**config.mk**
```make
export PLATFORM = sky130hd
export DESIGN_NAME = lffm_front
export DESIGN_NICKNAME = d
export VERILOG_FILES = /design/src/rtl/core/lffm_pkg.sv /design/src/rtl/core/lffm_front.sv
export SDC_FILE = /design/constraint.sdc
export NUM_CORES = 1
export LEC_CHECK = 0
export BUFFER_PORTS_ARGS = -buffer_cell sky130_fd_sc_hd__buf_4
export CORE_MARGIN = 3
export CORE_UTILIZATION = 45
export DETAILED_ROUTE_END_ITERATION = 10
export PLACE_DENSITY = 0.74
export SLEW_MARGIN = 40
export SYNTH_ARGS = -nofsm -noshare
export SYNTH_HDL_FRONTEND = slang
export SYNTH_SLANG_ARGS = --single-unit
```
**constraint.sdc**
```tcl
create_clock -name clk -period 4.4 [get_ports clk]
set_clock_uncertainty 0.15 [all_clocks]
set_input_delay 0.88 -clock clk [delete_from_list [all_inputs] [get_ports clk]]
set_output_delay 0.88 -clock clk [all_outputs]
set_load 0.005 [all_outputs]
```
**src/rtl/core/lffm_pkg.sv**
```systemverilog
// Package for the lateral friction force map: word types, register codes,
// fixed-point constants and the back-end sequencer states. No dependencies.
package lffm_pkg;

    typedef struct packed {
        logic signed [31:0] height;
        logic               last_in_row;
    } item_t;

    typedef struct packed {
        logic signed [39:0] forward_force;
        logic signed [39:0] reverse_force;
        logic               stuck;
        logic               row_end;
    } result_t;

    typedef struct packed {
        logic [20:0] friction_coefficient;
        logic [19:0] normal_load;
        logic [19:0] adhesion_force;
        logic [30:0] pixel_spacing;
    } cfg_t;

    // One slope to be evaluated: height difference, span of two spacings or one.
    typedef struct packed {
        logic signed [32:0] diff;
        logic               span2;
        logic               row_end;
    } job_t;

    typedef enum logic [1:0] {
        CFG_FRICTION = 2'd0,
        CFG_LOAD     = 2'd1,
        CFG_ADHESION = 2'd2,
        CFG_SPACING  = 2'd3
    } cfg_index_t;

    typedef enum logic [4:0] {
        B_IDLE,
        B_T_START,
        B_T_WAIT,
        B_MUL_TT,
        B_R_START,
        B_R_WAIT,
        B_MUL_MA,
        B_MUL_MAH,
        B_MUL_MAL,
        B_MUL_ML,
        B_MUL_LT,
        B_MUL_MT,
        B_P_START,
        B_P_WAIT,
        B_Q_START,
        B_Q_WAIT,
        B_OUT
    } back_state_t;

    localparam int CFG_INDEX_W = 2;
    localparam int CFG_DATA_W  = 31;

    localparam logic [20:0] FRICTION_RESET = 21'd65536;
    localparam logic [19:0] LOAD_RESET     = 20'd1000;
    localparam logic [19:0] ADHESION_RESET = 20'd1000;
    localparam logic [30:0] SPACING_RESET  = 31'd1;

    localparam int QUEUE_DEPTH = 2;
    localparam int QUEUE_PTR_W = $clog2(QUEUE_DEPTH);
    localparam int QUEUE_CNT_W = $clog2(QUEUE_DEPTH + 1);

    localparam int DIV_NUM_W  = 60;
    localparam int DIV_DEN_W  = 40;
    localparam int DIV_STEPS  = DIV_NUM_W;
    localparam int DIV_CNT_W  = $clog2(DIV_STEPS);

    localparam int SQRT_W     = 64;
    localparam int SQRT_STEPS = SQRT_W / 2;
    localparam int SQRT_CNT_W = $clog2(SQRT_STEPS);
    localparam logic [SQRT_W-1:0] SQRT_TOP = 64'h4000_0000_0000_0000;

    localparam logic [30:0]        T_MAX     = 31'h7FFF_FFFF;
    localparam logic [39:0]        ONE_Q16   = 40'd65536;
    localparam logic signed [39:0] FORCE_MAX = 40'sh7F_FFFF_FFFF;
    localparam logic signed [39:0] FORCE_MIN = 40'sh80_0000_0000;

endpackage

```
**src/rtl/core/lffm_front.sv**
```systemverilog
// Front end of the force map: takes height words, keeps the last two samples
// of the row and turns each word into zero, one or two slope jobs. Uses lffm_pkg.
module lffm_front (
    input  logic              clk,
    input  logic              rst_n,
    input  logic              item_valid,
    output logic              item_stall,
    input  lffm_pkg::item_t   item,
    output logic              push,
    output lffm_pkg::job_t    push_job,
    input  logic              full
);

    logic [31:0]         older_reg, older_next;
    logic [31:0]         newer_reg, newer_next;
    logic [1:0]          count_reg, count_next;
    logic                v0_reg, v1_reg;
    lffm_pkg::job_t      job0_reg, job1_reg;
    logic                gen0_valid, gen1_valid;
    lffm_pkg::job_t      gen0, gen1;
    logic                accept;
    logic signed [32:0]  hv, nv, ov;

    assign item_stall = v0_reg || v1_reg;
    assign accept     = item_valid && !item_stall;
    assign push       = v0_reg && !full;
    assign push_job   = job0_reg;

    assign hv = 33'(item.height);
    assign nv = 33'($signed(newer_reg));
    assign ov = 33'($signed(older_reg));

    always_comb
    begin
        older_next = older_reg;
        newer_next = newer_reg;
        count_next = count_reg;
        gen0_valid = 1'b0;
        gen1_valid = 1'b0;
        gen0       = '0;
        gen1       = '0;
        if (count_reg == 2'd0)
        begin
            if (item.last_in_row)
            begin
                gen0_valid   = 1'b1;
                gen0.row_end = 1'b1;
            end
            else
            begin
                newer_next = item.height;
                count_next = 2'd1;
            end
        end
        else
        begin
            gen0_valid = 1'b1;
            if (count_reg == 2'd1)
            begin
                gen0.diff = hv - nv;
            end
            else
            begin
                gen0.diff  = hv - ov;
                gen0.span2 = 1'b1;
            end
            if (item.last_in_row)
            begin
                gen1_valid   = 1'b1;
                gen1.diff    = hv - nv;
                gen1.row_end = 1'b1;
                count_next   = 2'd0;
            end
            else
            begin
                older_next = newer_reg;
                newer_next = item.height;
                count_next = 2'd2;
            end
        end
    end

    always_ff @(posedge clk or negedge rst_n)
    begin
        if (!rst_n)
        begin
            older_reg <= '0;
            newer_reg <= '0;
            count_reg <= '0;
            v0_reg    <= 1'b0;
            v1_reg    <= 1'b0;
        end
        else if (accept)
        begin
            older_reg <= older_next;
            newer_reg <= newer_next;
            count_reg <= count_next;
            v0_reg    <= gen0_valid;
            v1_reg    <= gen1_valid;
        end
        else if (push)
        begin
            v0_reg <= v1_reg;
            v1_reg <= 1'b0;
        end
    end

    always_ff @(posedge clk)
    begin
        if (accept)
        begin
            job0_reg <= gen0;
            job1_reg <= gen1;
        end
        else if (push)
        begin
            job0_reg <= job1_reg;
        end
    end

endmodule

```
==> summary.md <==
| Metric | Value |
|---|---|
| Status | `finished, final reports clean` |
| Hold Crit Class | `in -> async` |
| Most used DFF post-synth | `edfxtp_1` |
| Final core occ | `53.70%` |
| Setup Fix Bufs, Post-CTS | `0` |
| FP Rows | `50` |
| Share of layout cells above drive strength 1 | `12.69%` |
| Hold_buf cts | `0` |
| CTS tree | `built` |
| Critical Path Sink Type | `flop` |
| Reg2reg setup slack | `1000 ps` |
| Max stage delay on crit path | `410 ps` |
| Final hold vios | `0` |
| DR vias/cell | `5.684` |
| Clock net sink count | `137` |
| Die X | `146.5 microns` |
| Critical path class | `in -> reg` |
| Final setup viols | `0` |
| Mapped cell area | `8879 sq um` |
| Die height | `146.5 microns` |
| Clk buf depth | `2` |
| Starting Density | `46.68%` |
| RSZ-0062 raised after global routing | `no` |
| Post-synth EDFFs | `69` |
| Total power | `8083 uW` |
| Cell variety after synth | `71` |
| Filler Cells Inserted | `1719` |
| Global Route Usage Sum | `21.51%` |
| Worst EP arrival | `3630 ps` |
| Synth async-reset ratio | `49.64%` |
| DRT antenna net count | `0` |
| Pins Over Slew Limit | `0` |
| Synth top area share | `23.34%` |
| Fmax achieved | `0.2773 GHz` |
| First-pass GRT wire length | `37.08 mm` |
| Skew-Pair Late Insertion Delay | `420 ps` |
| Fin cells | `1300` |
| H-tree levels | `4` |
| Critical path origin | `item[1]` |
| Top cell family by delay on the critical path | `compound AO/OA/AOI/OAI gates` |
| DRT Pass-1 Iters | `5` |
| Yosys reg bits | `137` |
| Worst EP required | `4420 ps` |
| # IOs | `74` |
| Port buffer count | `73` |
| Max Cap Viol | `0` |
| N_diodes | `0` |
| Clock Tree Root | `clkbuf_16` |
| CP Launch Type | `input port` |
| Syn. warnings | `0` |
| Worst-Margin Slew | `742.8 ps` |
| Final worst path period need | `3606 ps` |
| Overflow left after global routing | `0` |
| Period utilization | `81.96%` |
| Bufs and invs on worst path | `2` |
| Post-DP HPWL | `16.72 mm` |
| Crit-path max FO | `4` |
| Die area | `21450 sq um` |
| Critical path's slowest cell | `fa_1` |
| Via count | `7389` |
| Final Net Count | `1131` |
| Gpl congestion | `0.9665` |
| RR Startpoint | `newer_reg[0]` |
| Placed cells | `1269` |
| Reg2Reg Depth | `11` |
| CTS buffer count | `17` |
| Post_cts resized | `0` |
| Synthesized netlist cell count | `968` |
| Largest register FFs | `35` |
| Area Overhead vs Synth | `15.02%` |
| Max rail drop VDD | `316.8 uV` |
| Area contributors post-synth | `edfxtp_1 23%, dfrtp_1 19%, ha_1 9.0%` |
| Wirelength, routed | `22.97 mm` |
| PnR worst setup slack | `793.9 ps` |
| Routed WL per cell | `17.67 microns` |
| Pwr/cell area | `791.5 nW/um^2` |
| Setup TNS Final | `0 ps` |
| Biggest area consumer among synthesized cells | `edfxtp_1` |
| Maximum number of pins on one net before global-route repair | `69` |
| Drt drc | `0` |
| Critical path depth | `13` |
| CORE AREA | `19020 sq um` |
| Syn_area_per_cell | `9.172 sq um` |
| Initial antenna violation count | `0` |
| Pre-CTS setup slack | `353.6 ps` |
| Post-synthesis sequential area ratio | `42.50%` |
| Crit-path cells | `buf_4, inv_1, ha_1, fa_1, nand2b_1, a21oi_2, o21ba_4, o2111ai_2, a31oi_4, nand2_2, a211oi_2, o221ai_1, a221o_1` |
| DRT iter0 DRCs | `636` |
| Vias in the first global route | `7189` |
| Leakage | `0.004374 uW` |
| Post-Syn Nets | `1071` |
| Clock Pin Slew Worst Setup and Hold Paths | `60 ps` |
| Relative slew slack | `50.48%` |
cell usage after synthesis (3+ instances only):
cell type / instances
a31oi_1: 3
o21a_1: 9
xor2_1: 20
a211oi_1: 4
xnor2_1: 35
a2111oi_0: 3
o221ai_1: 5
nand2_1: 110
a21o_1: 34
nand3_1: 11
nor2_1: 83
a221oi_1: 17
o211ai_1: 11
nor3_1: 10
and2_1: 20
o21ai_0: 96
a22oi_1: 6
or4_1: 3
edfxtp_1: 69
and3_1: 4
nand2b_1: 15
mux2_2: 3
inv_1: 81
o31a_1: 3
nor2b_1: 8
nand4_1: 10
o21bai_1: 13
a21oi_1: 58
clkbuf_1: 33
o21ai_1: 6
nor4_1: 3
dfrtp_1: 68
ha_1: 64
cell families after synthesis:
group | Yosys count | share of synthesized area (%)
compound gates | 302 | 22.58
flops | 137 | 42.50
simple gates | 282 | 14.25
xor+xnor | 55 | 5.426
mux | 4 | 0.4932
buf+inv | 122 | 5.285
fa+ha+maj | 66 | 9.470
cell type report:
class,count,area [sq um],area share [%]
repair buffers,80,604.3,5.918
clock buffers,22,464.2,4.545
inverters,83,311.5,3.051
well taps,260,325.3,3.185
flip-flops and latches,137,3775,36.96
clock inverters,9,76.32,0.7474
multi-input cells,709,4656,45.59
where the power goes:
group / internal [uW] / switching (uW)
registers: 2060 / 254
logic: 1780 / 2660
clock network: 796 / 525
per-stage QoR:
stage               instance area, sq um  hold slack (ps)
finish                             10210            303.5
global placement                    9662            303.9
detailed placement                  9672            314.1
CTS                                10210            326.2
floorplan                           8879            299.8
global route                       10210            340.9
per-layer routing:
layer,vias up,track usage [%],wire [microns]
li1,3557,-,-
met1,3524,29.71,10530
met5,-,0,0
met3,38,4.966,1600
met2,270,33.36,10350
met4,0,7.526,486
layout by cell type, fill, tap and decap left out, types with 3 or more instances in the layout:
| master | n |
|---|---|
| dfrtp_1 | 67 |
| or4_1 | 3 |
| o31a_1 | 3 |
| nand2_1 | 109 |
| nor2_1 | 82 |
| a2111oi_0 | 3 |
| and2_1 | 20 |
| o21bai_1 | 13 |
| nand4_1 | 10 |
| clkinv_2 | 4 |
| a21o_1 | 34 |
| clkbuf_1 | 3 |
| o21ai_0 | 96 |
| a21oi_1 | 58 |
| a22oi_1 | 6 |
| mux2_2 | 3 |
| nand3_1 | 11 |
| edfxtp_1 | 69 |
| nor4_1 | 3 |
| inv_1 | 81 |
| nand2b_1 | 15 |
| o211ai_1 | 11 |
| buf_4 | 79 |
| a31oi_1 | 3 |
| and3_1 | 4 |
| nor2b_1 | 8 |
| o21ai_1 | 6 |
| xnor2_1 | 35 |
| a211oi_1 | 4 |
| o221ai_1 | 5 |
| nor3_1 | 9 |
| o21a_1 | 9 |
| xor2_1 | 20 |
| a221oi_1 | 17 |
| ha_1 | 64 |
| clkinvlp_4 | 3 |
| clkbuf_16 | 17 |
worst paths after layout:
| path | endpoint |
|---|---|
| min in group clk | older_reg[20] |
| setup reg to reg | push_job[34] |
| setup / recovery | push_job[34] |
| max in group asynchronous | count_reg[1] |
| hold reg to reg | older_reg[20] |
| hold / removal | older_reg[7] |
No activity file was read; power rests on OpenSTA's default activity.
