$ cat config.mk
export PLATFORM = sky130hd
export DESIGN_NAME = lffm_queue
export DESIGN_NICKNAME = d
export VERILOG_FILES = /design/src/rtl/core/lffm_pkg.sv /design/src/rtl/core/lffm_queue.sv
export SDC_FILE = /design/constraint.sdc
export NUM_CORES = 1
export LEC_CHECK = 0
export ABC_AREA = 1
export BUFFER_PORTS_ARGS = -buffer_cell sky130_fd_sc_hd__buf_2
export CAP_MARGIN = 20
export CORE_AREA = 4 4 89 91
export DETAILED_ROUTE_END_ITERATION = 7
export DIE_AREA = 0 0 93 95
export GPL_ROUTABILITY_DRIVEN = 1
export GPL_TIMING_DRIVEN = 0
export PLACE_DENSITY = 0.69
export SETUP_SLACK_MARGIN = 0.2
export SYNTH_ARGS = -nofsm -noshare
export SYNTH_HDL_FRONTEND = slang
export SYNTH_SLANG_ARGS = --single-unit
export TNS_END_PERCENT = 50
$ cat constraint.sdc
create_clock -name clk -period 7.2 [get_ports clk]
set_input_delay 0.36 -clock clk [delete_from_list [all_inputs] [get_ports clk]]
set_output_delay 0.36 -clock clk [all_outputs]
set_load 0.03 [all_outputs]
$ cat src/rtl/core/lffm_pkg.sv
// Package for the lateral friction force map: word types, register codes,
// fixed-point constants and the back-end sequencer states. No dependencies.
package lffm_pkg;

    typedef struct packed {
        logic signed [31:0] height;
        logic               last_in_row;
    } item_t;

    typedef struct packed {
        logic signed [39:0] forward_force;
        logic signed [39:0] reverse_force;
        logic               stuck;
        logic               row_end;
    } result_t;

    typedef struct packed {
        logic [20:0] friction_coefficient;
        logic [19:0] normal_load;
        logic [19:0] adhesion_force;
        logic [30:0] pixel_spacing;
    } cfg_t;

    // One slope to be evaluated: height difference, span of two spacings or one.
    typedef struct packed {
        logic signed [32:0] diff;
        logic               span2;
        logic               row_end;
    } job_t;

    typedef enum logic [1:0] {
        CFG_FRICTION = 2'd0,
        CFG_LOAD     = 2'd1,
        CFG_ADHESION = 2'd2,
        CFG_SPACING  = 2'd3
    } cfg_index_t;

    typedef enum logic [4:0] {
        B_IDLE,
        B_T_START,
        B_T_WAIT,
        B_MUL_TT,
        B_R_START,
        B_R_WAIT,
        B_MUL_MA,
        B_MUL_MAH,
        B_MUL_MAL,
        B_MUL_ML,
        B_MUL_LT,
        B_MUL_MT,
        B_P_START,
        B_P_WAIT,
        B_Q_START,
        B_Q_WAIT,
        B_OUT
    } back_state_t;

    localparam int CFG_INDEX_W = 2;
    localparam int CFG_DATA_W  = 31;

    localparam logic [20:0] FRICTION_RESET = 21'd65536;
    localparam logic [19:0] LOAD_RESET     = 20'd1000;
    localparam logic [19:0] ADHESION_RESET = 20'd1000;
    localparam logic [30:0] SPACING_RESET  = 31'd1;

    localparam int QUEUE_DEPTH = 2;
    localparam int QUEUE_PTR_W = $clog2(QUEUE_DEPTH);
    localparam int QUEUE_CNT_W = $clog2(QUEUE_DEPTH + 1);

    localparam int DIV_NUM_W  = 60;
    localparam int DIV_DEN_W  = 40;
    localparam int DIV_STEPS  = DIV_NUM_W;
    localparam int DIV_CNT_W  = $clog2(DIV_STEPS);

    localparam int SQRT_W     = 64;
    localparam int SQRT_STEPS = SQRT_W / 2;
    localparam int SQRT_CNT_W = $clog2(SQRT_STEPS);
    localparam logic [SQRT_W-1:0] SQRT_TOP = 64'h4000_0000_0000_0000;

    localparam logic [30:0]        T_MAX     = 31'h7FFF_FFFF;
    localparam logic [39:0]        ONE_Q16   = 40'd65536;
    localparam logic signed [39:0] FORCE_MAX = 40'sh7F_FFFF_FFFF;
    localparam logic signed [39:0] FORCE_MIN = 40'sh80_0000_0000;

endpackage

$ cat src/rtl/core/lffm_queue.sv
// Two-entry job queue between the front and back ends of the force map.
// Depends on lffm_pkg for the job type and depth.
module lffm_queue (
    input  logic              clk,
    input  logic              rst_n,
    input  logic              push,
    input  lffm_pkg::job_t    push_job,
    output logic              full,
    input  logic              pop,
    output lffm_pkg::job_t    head,
    output logic              empty
);

    lffm_pkg::job_t                         entry_reg [lffm_pkg::QUEUE_DEPTH];
    logic [lffm_pkg::QUEUE_PTR_W-1:0]       wr_ptr_reg;
    logic [lffm_pkg::QUEUE_PTR_W-1:0]       rd_ptr_reg;
    logic [lffm_pkg::QUEUE_CNT_W-1:0]       count_reg;
    logic                                   do_push;
    logic                                   do_pop;

    assign full    = count_reg == lffm_pkg::QUEUE_CNT_W'(lffm_pkg::QUEUE_DEPTH);
    assign empty   = count_reg == '0;
    assign head    = entry_reg[rd_ptr_reg];
    assign do_push = push && !full;
    assign do_pop  = pop && !empty;

    always_ff @(posedge clk)
    begin
        if (do_push)
        begin
            entry_reg[wr_ptr_reg] <= push_job;
        end
    end

    always_ff @(posedge clk or negedge rst_n)
    begin
        if (!rst_n)
        begin
            wr_ptr_reg <= '0;
            rd_ptr_reg <= '0;
            count_reg  <= '0;
        end
        else
        begin
            if (do_push)
            begin
                wr_ptr_reg <= wr_ptr_reg + 1'b1;
            end
            if (do_pop)
            begin
                rd_ptr_reg <= rd_ptr_reg + 1'b1;
            end
            if (do_push && !do_pop)
            begin
                count_reg <= count_reg + 1'b1;
            end
            else if (do_pop && !do_push)
            begin
                count_reg <= count_reg - 1'b1;
            end
        end
    end

endmodule

==> results of run 1 <==
==> where the power goes <==
| part | switching (mW) | leakage, nW | internal [mW] | total [mW] |
|---|---|---|---|---|
| logic | 0.470 | 0.750 | 0.175 | 0.645 |
| registers | 0.0273 | 0.699 | 0.588 | 0.616 |
| clock network | 0.143 | 0.0939 | 0.156 | 0.299 |
| total | 0.640 | 1.54 | 0.919 | 1.56 |
==> routing by layer <==
metal / GRT usage / up-vias
met2: 0.1992 / 46
li1: - / 894
met5: 0 / -
met1: 0.1442 / 803
met4: 0.05617 / 0
met3: 0.04303 / 8
==> worst max-delay path: stages, from the launching register on <==
cell and delay (ps):
dfrtp_1 360, buf_4 180, inv_4 110, buf_4 190, nand2_1 60, nand2_1 70
buf_2 200
==> how the worst max path moves through the flow <==
| stage | cells past startpoint | endpoint | slack [ps] | startpoint |
|---|---|---|---|---|
| after floorplan | 3 | entry_reg[1][0] | 4710 | count_reg[1] |
| after global placement | 2 | entry_reg[1][15] | 3770 | count_reg[0] |
| after detailed placement | 3 | entry_reg[1][0] | 5440 | count_reg[0] |
| after CTS | 6 | head[21] | 5300 | rd_ptr_reg |
| after global routing | 6 | head[21] | 5230 | rd_ptr_reg |
| final | 6 | head[21] | 5350 | rd_ptr_reg |
==> synth_stat cells, drive strengths merged <==
| library cell | n |
|---|---|
| nand3 | 1 |
| xnor2 | 1 |
| ha | 1 |
| nor2 | 4 |
| o21ai | 2 |
| nand3b | 1 |
| buf | 7 |
| edfxtp | 70 |
| nand4 | 1 |
| inv | 8 |
| dfrtp | 4 |
| nand2 | 114 |
==> area by class of cell <==
cell class              instances  area share
clock buffers                   9     0.03531
flip-flops and latches         74      0.6277
well taps                      99     0.03531
clock inverters                 7     0.01712
inverters                       8    0.009272
repair buffers                 77      0.1177
plain buffers                   7     0.01355
multi-input cells             125      0.1441
==> cells by family (layout without fill, tap and decap cells) <==
kind of cell / count (synthesis) / count (layout)
adder cells (fa/ha/maj): 1 / 1
AND/OR/NAND/NOR: 121 / 121
XOR/XNOR: 1 / 1
buffers and inverters: 15 / 108
flip-flops: 74 / 74
AO/OA/AOI/OAI: 2 / 2
==> through the flow <==
stage	setup WS, ps	cells	power (mW)	instance area (um2)	util
4_1_cts	5305	406	1.586	3508	0.4916
3_5_place_dp	5439	389	1.284	3314	0.4644
3_3_place_gp	3775	388	1.266	3279	0.4595
2_1_floorplan	4708	214	1.076	2780	-
6_report	5350	406	1.560	3508	0.4916
5_1_grt	5226	406	1.663	3508	0.4916
==> cells in the final DEF, fill, tap and decap left out, types with 2 or more instances in the layout <==
master and count:
nand2_1 114, buf_2 77, edfxtp_1 70, clkbuf_8 9
inv_1 6, buf_4 5, dfrtp_1 4, clkinv_2 3
nor2_2 2, o21ai_0 2, clkinv_1 2
==> timing repair <==
action	in CTS	in global routing
endpoints found under the setup margin	0	0
hold buffers	1	0
hold endpoints to repair	4	0
setup buffers	0	0
==> summary.md, run 1 <==
| Metric | Value |
|---|---|
| Status | `completed` |
| Layout Nets | `~340` |
| Mapped Area | `0.002780 mm2` |
| Largest net degree at the start of global routing | `36` |
| Crit path launch type | `flip-flop` |
| First drt pass iteration count | `4` |
| Met3 WL | `about 320 um` |
| Total area of sequential cells | `approximately 0.0022 mm2` |
| Detail-routed via count per cell | `4.313` |
| Final critical-path share of the clock period | `0.2569` |
| RR Endpoint | `entry_reg[0][21]` |
| Syn_area_per_cell | `around 13 um2` |
| Met1 WL | `between 2000 and 2500 um` |
| Worst-path fanout max | `10` |
| Pwr Density | `444.5 mW/mm2` |
| Max Cap Viol | `0` |
| Hold slack | `about 210 ps` |
| Multi-input gate area | `about 500 um2` |
| Layout cell share with drive strength beyond 1 | `0.3322` |
| Top Layer Used | `met4` |
| Slew headroom | `0.4736` |
| Clock Skew | `between 6 and 7 ps` |
| Final WL | `between 5000 and 6000 um` |
| XOR/XNOR Fraction of Synth Area | `0.003150` |
| RSZ-0062 raised after global routing | `no` |
| Post-synthesis compound-gate area fraction | `0.003600` |
| Initial core utilization | `0.3896` |
| Synth area leaders | `edfxtp_1 (76%), nand2_1 (15%), dfrtp_1 (3.6%), buf_4 (1.4%), inv_1 (0.95%)` |
| Global-route wire length before repair | `roughly 8100 um` |
| HPWL after DPL | `~3400 um` |
| Worst path required time | `6840 ps` |
| Worst slew pin tran | `788.5 ps` |
| Slew Viols, Final | `0` |
| Flop-to-flop setup slack | `about 5500 ps` |
| Post-CTS Resized | `0` |
| Number of synthesized register bits | `74` |
| Maximum VDD drop | `approximately 0.17 mV` |
| Simple-gate share of the synthesized area | `0.1679` |
| TNS Setup | `0 ps` |
| Count of final hold-check violations | `0` |
| Core area | `just over 0.007 mm2` |
| Main combinational cell family by area after synthesis | `simple AND/OR/NAND/NOR gates` |
| FP Rows | `31` |
| Post-synth cell types | `15` |
| Die width | `slightly above 90 um` |
| Yosys warns | `0` |
| CTS sink cnt | `74` |
| Mapped Nets | `254` |
| Synth Instances | `~210` |
| Total CTS buffers | `9` |
| Clk pin slew, worst setup/hold paths | `~80 ps` |
| Hold Crit Class | `input port to flip-flop` |
| Dominant cell type by area after synthesis | `edfxtp_1` |
| Fmax | `~540 MHz` |
| Ant diodes | `0` |
| Die Y | `95 um` |
| Initial antenna violation count | `0` |
| Starting DRT DRC Count | `22` |
| Layout fillers | `just under 700` |
| Register area share after synthesis | `0.7921` |
| Routed WL per cell | `12.37 um` |
| Hold_sp | `push_job[22]` |
| CTS Buffer Depth | `2` |
| Lkg Pwr | `1.543 nW` |
| Gr ovfl total | `0` |
| CP Data Arrival Time | `approximately 1500 ps` |
| RePlAce Congestion | `around 0.63` |
| Max FFs per register | `70` |
| Worst r2r src | `count_reg[1]` |
| Met2 Wirelength | `2536 um` |
| Total GRT Usage | `0.1216` |
| Setup-failing EPs final | `0` |
| Post-Synth Adder-Cell Area | `0.004500` |
| Post-synthesis mux area share | `0` |
| TritonCTS clock tree | `yes` |
| I/O Pins | `76` |
| Die area | `0.008835 mm2` |
| ANT nets after route | `0` |
| Remaining DRCs | `0` |
| Critical path type | `flip-flop to output port` |
| Input/output buffers | `75` |
| Hold path depth | `1` |
| Via count | `1751` |
| Worst setup EP type | `output port` |
| Clock Latency Late Sink | `~330 ps` |
| Area grow syn2layout | `26.19%` |
| H-Tree Depth | `3` |
| Synth top area share | `0.7561` |
| Minimum clock period | `around 1800 ps` |
| Number of global-route vias before repair | `around 1800` |
| Reg2Reg Depth | `5` |
| Clock Tree Root | `clkbuf_8` |
| WHS Endpoint | `entry_reg[0][22]` |
Power figures use the tool's default switching activity.
==> inputs of run 2 (changes only) <==
- PLACE_DENSITY: 0.69 -> 0.72
- clock period: 7.2 -> 1.6 ns (I/O delays scaled with it)
==> run 2 against run 1 <==
Clock power rose to 4.6 times the previous value. Routed wire length up 30%. Hold slack got worse by 150 ps. Global-route usage grew 3.5 points. Clock skew increased by 4.5 ps. Via count is 17% higher. Total power increased to 5.7 times the previous value. Highest routed layer unchanged. Die area unchanged. Critical path depth stayed put. First-iteration DRC count increased to 2.8 times the previous value.
==> summary.md, run 2 (synthesis results as in run 1) <==
| Metric | Value |
|---|---|
| Met2 Use GR | `0.2969 (+0.09778)` |
| Met3 usage in global routing | `0.05020 (+0.007171)` |
| Final critical-path share of the clock period | `0.9251` |
| TritonCTS clock tree | `yes` |
| Initial antenna violation count | `0 (unchanged)` |
| RePlAce Congestion | `0.6267 (-0.54%)` |
| Pwr Density | `1952 mW/mm2 (+340%)` |
| Crit path launch type | `flip-flop` |
| Area grow syn2layout | `63.46%` |
| I/O Pins | `76 (unchanged)` |
| Placed inst area | `0.003299 mm2 (-0.45%)` |
| Total area of sequential cells | `0.002203 mm2 (about the same)` |
| CTS sink cnt | `74 (unchanged)` |
| Status | `completed` |
| Top Usage Layer GRT | `met2` |
| Total GRT Usage | `0.1567 (+0.03507)` |
| Clock Latency Late Sink | `350 ps (+20 ps)` |
| WP buf/inv | `4 (unchanged)` |
| Lkg Pwr | `1.922 nW (+25%)` |
| Gr ovfl total | `0 (unchanged)` |
| CP top delay family | `buffers and inverters` |
| Slew headroom | `0.7758 (+0.3023)` |
| Layout Utilization | `0.6367 (+0.1452)` |
| Routed WL per cell | `14.24 um (+15%)` |
| Global-route wire length before repair | `10160 um (+25%)` |
| Clock Skew | `10.93 ps (+4.463 ps)` |
| Input/output buffers | `75 (unchanged)` |
| Max FFs per register | `70 (unchanged)` |
| Max Cap Viol | `0 (unchanged)` |
| Met1 usage | `0.1611 (+0.01691)` |
| HPWL after DPL | `3425 um (+0.14%)` |
| Worst setup EP type | `output port` |
| Setup-failing EPs final | `0 (unchanged)` |
| CP Data Arrival Time | `1400 ps (-90 ps)` |
| Worst path required time | `1520 ps (-5320 ps)` |
| Worst slew pin tran | `336.2 ps (-452.3 ps)` |
| Total CTS buffers | `9 (unchanged)` |
| Fmax | `~680 MHz` |
| Most common cell after layout, fill and taps aside | `nand2_1` |
| Hold Crit Class | `input port to async pin` |
| First drt pass iteration count | `4 (unchanged)` |
| Die area | `0.008835 mm2 (unchanged)` |
| Via count | `2041 (+17%)` |
| Remaining DRCs | `0 (unchanged)` |
| Clk pin slew, worst setup/hold paths | `70 ps (about the same)` |
| Tot Pwr | `8.869 mW (+470%)` |
| Critical path type | `flip-flop to output port` |
| FP Rows | `31 (unchanged)` |
| ANT nets after route | `0 (unchanged)` |
| RSZ-0062 raised after global routing | `yes` |
| Hold slack | `61.29 ps (-152.0 ps)` |
| Post-route cell area | `0.004544 mm2 (+30%)` |
| Largest net degree at the start of global routing | `19 (-47%)` |
| Starting DRT DRC Count | `62 (+180%)` |
| Die Y | `95 um (unchanged)` |
| H-Tree Depth | `3 (unchanged)` |
| Slowest stage cell, crit path | `dfrtp_1` |
| Clock Tree Root | `clkbuf_8` |
| Die width | `93 um (unchanged)` |
| Maximum VDD drop | `1.088 mV (+550%)` |
| Ant diodes | `0 (unchanged)` |
| Detail-routed via count per cell | `4.456 (+3.3%)` |
| Core area | `0.007137 mm2 (unchanged)` |
| Initial core utilization | `0.3896 (unchanged)` |
| Count of final hold-check violations | `0 (unchanged)` |
| Worst path max stage delay | `400 ps (+40 ps)` |
| Minimum clock period | `~1500 ps` |
| Final WL | `6523 um (+30%)` |
| Multi-input gate area | `686.9 um2 (+36%)` |
| CTS Buffer Depth | `2 (unchanged)` |
| Most frequent cells in the layout | `nand2_1 (80), edfxtp_1 (70), buf_2 (41)` |
| CP cell instances | `buf_8, buf_6, buf_8, nand2_4, nand2_4, buf_6` |
| Layout Nets | `394 (+15%)` |
| Slew Viols, Final | `0 (unchanged)` |
| Number of global-route vias before repair | `2132 (+21%)` |
| Worst-path fanout max | `8 (-2)` |
| Layout cell share with drive strength beyond 1 | `0.4429 (+0.1106)` |
| Layout fillers | `567 (-17%)` |
[run 2: cell types whose count changed in the layout (fill, tap and decap cells not counted), sizes merged]
cell         previous run  this run
buf                    83        95
clkinvlp                1         6
dlygate4sd3             1        37
nor2                    4         5
clkinv                  5         2
clkbuf                  9        10
[run 2: path summary, 6_finish.rpt]
kind	start	to	slack (ps)	cells past startpoint
worst min-delay path	rst_n	wr_ptr_reg	60	2
worst min register to register	wr_ptr_reg	wr_ptr_reg	480	2
min in group clk	push	wr_ptr_reg	100	4
max in group asynchronous	rst_n	count_reg[0]	1400	2
worst max-delay path	rd_ptr_reg	head[23]	120	6
worst max register to register	count_reg[1]	entry_reg[0][24]	220	6
[run 2: power by group]
part	leakage, nW	switching (mW)	internal [mW]
logic	1.14	2.64	2.02
clock network	0.0873	0.669	0.713
registers	0.698	0.179	2.65
[run 2: area by class of cell]
class	instances	share of cell area
well taps	99	0.02726
flip-flops and latches	74	0.4849
clock inverters	7	0.01542
plain buffers	7	0.02258
clock buffers	9	0.02726
inverters	8	0.01019
repair buffers	126	0.2577
repair inverters	2	0.003579
multi-input cells	126	0.1512
[run 2: routing by layer]
metal  vias up  wire (um)
met1       974       2413
met2        57       3705
met5         -          0
li1        999          -
met4         0         93
met3        11        311
[run 2: worst register-to-register path, cell delays in order (launching register included)]
cell and delay, ps:
dfrtp_1 420, inv_2 110, nor2_4 50, nor2_4 140, nand2_4 100, clkinvlp_4 90
buf_4 180
[run 2: stage by stage]
stage	instances	worst slack, ps	setup TNS [ps]
finish	458	119.8	0
global route	458	62.28	0
CTS	455	114.4	0
detailed placement	388	-366.0	-23090
global placement	388	-328.5	-20920
floorplan	214	-70.91	-2628
[run 2: repair_timing]
| item | 4_1_cts | 5_1_grt |
|---|---|---|
| resized for setup | 69 | 76 |
| gates cloned | 4 | 2 |
| endpoints found under the hold margin | 75 | 0 |
| endpoints found under the setup margin | 106 | 71 |
| setup buffers | 10 | 1 |
| pin swaps | 4 | 17 |
| hold buffers | 37 | 0 |
